[src/hdl/rgu_pkg.sv]
// ----------------------------------------------------------------------------
// rgu_pkg
// Shared constants and types for the rectangle geometry unit.
// ----------------------------------------------------------------------------
package rgu_pkg;

  // Default coordinate width
  localparam int unsigned RGU_COORD_BITS = 16;

  // Quotient bits resolved per divider pipeline stage
  localparam int unsigned RGU_DIV_STEP = 3;

  localparam int unsigned RGU_CMD_W = 2;

  typedef enum logic [RGU_CMD_W-1:0] {
    CMD_OVERLAP   = 2'd0,
    CMD_INTERSECT = 2'd1,
    CMD_UNION     = 2'd2,
    CMD_LINE      = 2'd3
  } rgu_cmd_e;

endpackage

[src/hdl/rgu_divider.sv]
// ----------------------------------------------------------------------------
// rgu_divider
// Pipelined unsigned restoring divider, STEP_BITS quotient bits per stage.
// ----------------------------------------------------------------------------
module rgu_divider import rgu_pkg::*; #(
  parameter int unsigned NUM_BITS  = 2 * RGU_COORD_BITS + 1,
  parameter int unsigned DEN_BITS  = RGU_COORD_BITS,
  parameter int unsigned STEP_BITS = RGU_DIV_STEP,
  localparam int unsigned NumStages = (NUM_BITS + STEP_BITS - 1) / STEP_BITS,
  localparam int unsigned ShBits    = NumStages * STEP_BITS
) (
  input  logic                 clk_i,
  input  logic [NumStages-1:0] en_i,
  input  logic [NUM_BITS-1:0]  num_i,
  input  logic [DEN_BITS-1:0]  den_i,
  output logic [NUM_BITS-1:0]  quo_o
);

  logic [DEN_BITS-1:0] rem_q [NumStages];
  logic [ShBits-1:0]   sh_q  [NumStages];
  logic [DEN_BITS-1:0] den_q [NumStages];

  for (genvar k = 0; k < NumStages; k++) begin : g_stage
    logic [DEN_BITS-1:0] rem_in, rem_d, den_in;
    logic [ShBits-1:0]   sh_in, sh_d;

    if (k == 0) begin : g_first
      assign rem_in = '0;
      assign sh_in  = ShBits'(num_i);
      assign den_in = den_i;
    end else begin : g_next
      assign rem_in = rem_q[k-1];
      assign sh_in  = sh_q[k-1];
      assign den_in = den_q[k-1];
    end

    // Shift dividend bits out of the top, quotient bits in at the bottom
    always_comb begin : p_step
      logic [DEN_BITS:0] trial;
      rem_d = rem_in;
      sh_d  = sh_in;
      trial = '0;
      for (int j = 0; j < STEP_BITS; j++) begin
        trial = {rem_d, sh_d[ShBits-1]};
        sh_d  = {sh_d[ShBits-2:0], 1'b0};
        if (trial >= {1'b0, den_in}) begin
          rem_d   = DEN_BITS'(trial - {1'b0, den_in});
          sh_d[0] = 1'b1;
        end else begin
          rem_d = trial[DEN_BITS-1:0];
        end
      end
    end

    always_ff @(posedge clk_i) begin
      if (en_i[k]) begin
        rem_q[k] <= rem_d;
        sh_q[k]  <= sh_d;
        den_q[k] <= den_in;
      end
    end
  end

  assign quo_o = sh_q[NumStages-1][NUM_BITS-1:0];

endmodule
[config.mk]
export PLATFORM = sky130hd
export DESIGN_NAME = rgu_divider
export DESIGN_NICKNAME = d
export VERILOG_FILES = /design/src/hdl/rgu_pkg.sv /design/src/hdl/rgu_divider.sv
export SDC_FILE = /design/constraint.sdc
export NUM_CORES = 2
export LEC_CHECK = 0
export ABC_AREA = 1
export BUFFER_PORTS_ARGS = -buffer_cell sky130_fd_sc_hd__clkbuf_2
export CELL_PAD_IN_SITES_DETAIL_PLACEMENT = 2
export CELL_PAD_IN_SITES_GLOBAL_PLACEMENT = 2
export CORE_UTILIZATION = 40
export DETAILED_ROUTE_END_ITERATION = 10
export PLACE_DENSITY_LB_ADDON = 0.1
export SLEW_MARGIN = 25
export SYNTH_ARGS = -nofsm -noshare
export SYNTH_HDL_FRONTEND = slang
export SYNTH_SLANG_ARGS = --single-unit
[constraint.sdc]
create_clock -name clk_i -period 6.7 [get_ports clk_i]
set_clock_uncertainty 0.05 [all_clocks]
set_input_delay 0.67 -clock clk_i [delete_from_list [all_inputs] [get_ports clk_i]]
set_output_delay 0.67 -clock clk_i [all_outputs]
set_load 0.05 [all_outputs]
* Yosys cells after proc, flatten, opt, wreduce, memory -nomap -nowiden
Memories as Yosys holds them, arrays and structs flattened. Cells that the tools add are included.
Storage, ports and cells: word-level logic and storage cells 157, input port bits 61, memories 3, RAM bits 715, bits in registers 0
Memory list:
- sh_q | words 11, width 33, read ports 11, clocked after memory_dff 0, write ports 11, RTL line rgu_divider.sv:20 | logic [ShBits-1:0] sh_q [NumStages];
- den_q | words 11, width 16, read ports 10, clocked after memory_dff 0, write ports 11, RTL line rgu_divider.sv:21 | logic [DEN_BITS-1:0] den_q [NumStages];
- rem_q | words 11, width 16, read ports 10, clocked after memory_dff 0, write ports 11, RTL line rgu_divider.sv:19 | logic [DEN_BITS-1:0] rem_q [NumStages];
Cells by class: add/sub/neg operators 33, magnitude comparators 33, muxes and demuxes 88
Operator list (count):
- $ge A17 B16 Y1 | 32
- $mux W16 | 33
- $sub A16 B16 Y16 | 32
- $mux W1 | 55
- $ge A1 B16 Y1 | 1
- $sub A1 B16 Y16 | 1

* Longest topological paths before layout
An unclocked memory read counts as a cell.
depth in word-level cells 7, depth in mapped cells 42

* Least setup slack after synthesis
No wires, ideal clock.
kind input port to flip-flop, start input num_i[32], end memory rem_q[0][11] (netlist bit), data pin, stages on the path 35, arrival time 5.258 ns, setup slack 1.139 ns, cells stage by stage inv_1 ha_1 inv_1 ha_1 nand2_1 inv_2 a21oi_1 nor3_1 nand2_1 clkbuf_1 nor2_1 ha_1 a21oi_1 o21ai_0 nand2_1 nand3_1 a21oi_2 nor2_1 nor2_2 buf_4 buf_6 nand3_1 o21ai_1 ha_1 inv_1 o21bai_1 a21boi_0 o211ai_1 a21oi_1 nor2_1 nor2_2 nand2_4 buf_4 nand2_1 nand2_1
RTL lines:
- from (decl) | RTL line rgu_divider.sv:14 | input logic [NUM_BITS-1:0] num_i,
- to (decl) | RTL line rgu_divider.sv:19

==> qor.yml <==
timing:
  fmaxAchievable_ghz: 0.151
  hold_slack_ns: 0.0943
  relSlewSlack: 0.298
  finalCritPeriodShare: 0.991
  setup_viol: 0
  maxSlewViolCount: 0
  post-route-min-period_ns: 6.64
  tightest_slew_ns: 1.05
  fin_ws_ns: 0.0590
  hold_viol: 0
min_path:
  min_to: "sh_q[0][14]"
  min-delay-start: "num_i[11]"
  hold_path_depth: 1
  hold_class: "primary input to register"
cts:
  cts_tree: "done"
  cts_sinks: 683
  numCtsBuffers: 87
  root_buffer: "clkbuf_16"
  clk_pin_slew_ns: 0.07
  clk_latency_ns: 0.72
  hold_buffers: 0
  cts_htree_levels: 3
  clockBufferDepth: 3
detailed_routing:
  first_pass_iters: 5
  ant_nets: 0
  num_vias: 48500
  drc: 0
  drt-total-wl_mm: 212
  avgRoutedWirePerCell_um: 24.4
  drtIter0Drc: 2578
  viasPerCell: 5.58
critical_path:
  crit_slowest_cell: "edfxtp_1"
  critPathLaunchType: "register"
  max_stage_delay_ns: 0.49
  worstReg2RegEnd: "rem_q[5][12]"
  cp.required_ns: 7.10
  worstSetupEndpointType: "register"
  critical_path_class: "register to register"
  rr_worst_depth: 33
  crit_arrival_ns: 7.04
  worst-path-max-fanout: 19
  crit_top_cell: "nand2_1"
  r2r-start: "den_q[4][12]"
  ff2ff_setup_slack_ns: 0.06
synthesis:
  ys_seq_elements: 683
  syn-instance-count: 6610
  syn_nets: 7216
  avgSynthCellArea_um2: 8.08
  ys_seq_area_frac: 0.384
  ys_warn_count: 0
  synth_cell_types: 60
  synthArstFlopShare: 0
  synth-edff-count: 683
  synth_flop_cell: "edfxtp_1"
  netlist_area_mm2: 0.0534
flow_run:
  maxCapViolations: 0
global_routing:
  antenna_found_initial: 1
  grt_usage: 0.302
  grt_first_pass_wirelength_mm: 318
  grt_pass1_vias: 53300
  grt_max_degree: 61
  grt-ovfl-total: 0
cells_and_area:
  fin_cells: 8682
  post-route-util: 0.453
  syn2layout_area_growth_pct: 11.9
  drive_gt1_frac: 0.0956
  num-nets-final: 7462
floorplan:
  io_pins: 94
  fp.dieW_um: 367
  core_region_area_mm2: 0.132
  rows: 133
  initial_core_util: 0.405
  die_h_um: 367
  fp.dieArea_mm2: 0.135
place:
  dpl_worst_slack_ns: -0.188
  portBuffers: 93
  place.gp.congestion: 0.908
  dp.cells: 8480
  dp_hpwl_mm: 165
run_status:
  outcome: "complete, no violations"
[registers in the layout, summed over array words and instances (netlist names)]
signal  flops
sh_q      363
den_q     160
rem_q     160
[layout make-up]
class / count / area [µm²]
clock buffer: 101 / 2250
antenna: 1 / 2.50
multi-input combinational: 5031 / 29500
fill: 15000 / 72200
timing repair buffer: 246 / 1670
inverter: 807 / 3070
tap: 1755 / 2200
sequential: 683 / 20500
clock inverter: 58 / 571
[critical path, delay by kind of cell (launching register included)]
family,cells,cell delay (ns)
buf+inv,4,0.61
flops,1,0.49
simple gates,20,2.72
fa+ha+maj,3,1.22
compound gates,6,1.26
[cells in the mapped netlist, types with 28 or more instances]
library cell,number,area (µm²)
xor2_1,190,1660
xnor2_1,165,1450
a21oi_1,396,1980
edfxtp_1,683,20500
ha_1,514,6430
fa_1,31,621
nand4_1,82,513
nand2_2,43,269
nand3b_1,29,218
o21ai_0,239,1200
nor3_1,41,205
buf_2,29,145
nand2_1,2061,7740
nor2_1,319,1200
nand3_1,568,2840
buf_4,30,225
a21o_1,32,240
a31oi_1,28,175
inv_1,782,2940
[layout by cell type, fill, tap and decap left out, types with 33 or more instances in the layout]
master	netlist	final
a21oi_1	396	381
a21oi_2	20	33
buf_4	30	158
clkbuf_16	0	88
clkbuf_2	0	83
edfxtp_1	683	683
ha_1	514	504
inv_1	782	772
nand2_1	2061	2060
nand2_2	43	43
nand3_1	568	568
nand4_1	82	82
nor2_1	319	313
nor3_1	41	39
o21ai_0	239	201
o21ai_1	24	52
xnor2_1	165	165
xor2_1	190	190
[per-layer routing]
layer | part of all wire | global-route usage
met1 | 0.42 | 0.365
met2 | 0.51 | 0.551
met3 | 0.029 | 0.0290
met4 | 0.040 | 0.113
met5 | 0 | 0
[what timing repair did]
item                                    4_1_cts  5_1_grt
pin swaps                                     0       10
gates cloned                                  0        4
endpoints found under the setup margin       84      153
setup buffers                                 2       36
gates resized for setup                      19      114
[through the flow]
| stage | setup TNS, ns | cell area, µm² |
|---|---|---|
| 2_1_floorplan | 0 | 53400 |
| 3_3_place_gp | 0 | 56300 |
| 3_5_place_dp | -2.92 | 56300 |
| 4_1_cts | 0 | 59200 |
| 5_1_grt | -4.84 | 59800 |
| 6_report | 0 | 59800 |
[cell families (layout without fill, tap and decap cells)]
logic type,Yosys count,in the layout,share of synthesized area
XOR/XNOR,355,355,0.0582
other,0,1,0
AND/OR/NAND/NOR,3292,3296,0.269
AO/OA/AOI/OAI,835,835,0.0871
flip-flops,683,683,0.384
buffers and inverters,900,1212,0.0692
adder cells (fa/ha/maj),545,545,0.132
[worst max path at each step]
| stage | from | to | depth (start not counted) |
|---|---|---|---|
| after detailed placement | den_q[8][3] | rem_q[9][14] | 29 |
| after floorplan | num_i[32] | rem_q[0][11] | 35 |
| after CTS | den_q[0][6] | rem_q[1][6] | 29 |
| final | den_q[4][12] | rem_q[5][12] | 33 |
| after global placement | den_q[8][5] | rem_q[9][1] | 29 |
| after global routing | den_q[4][13] | rem_q[5][12] | 31 |
Power is not shown: default switching activity piles up to over one toggle a cycle in this logic, so the estimate is an artifact.
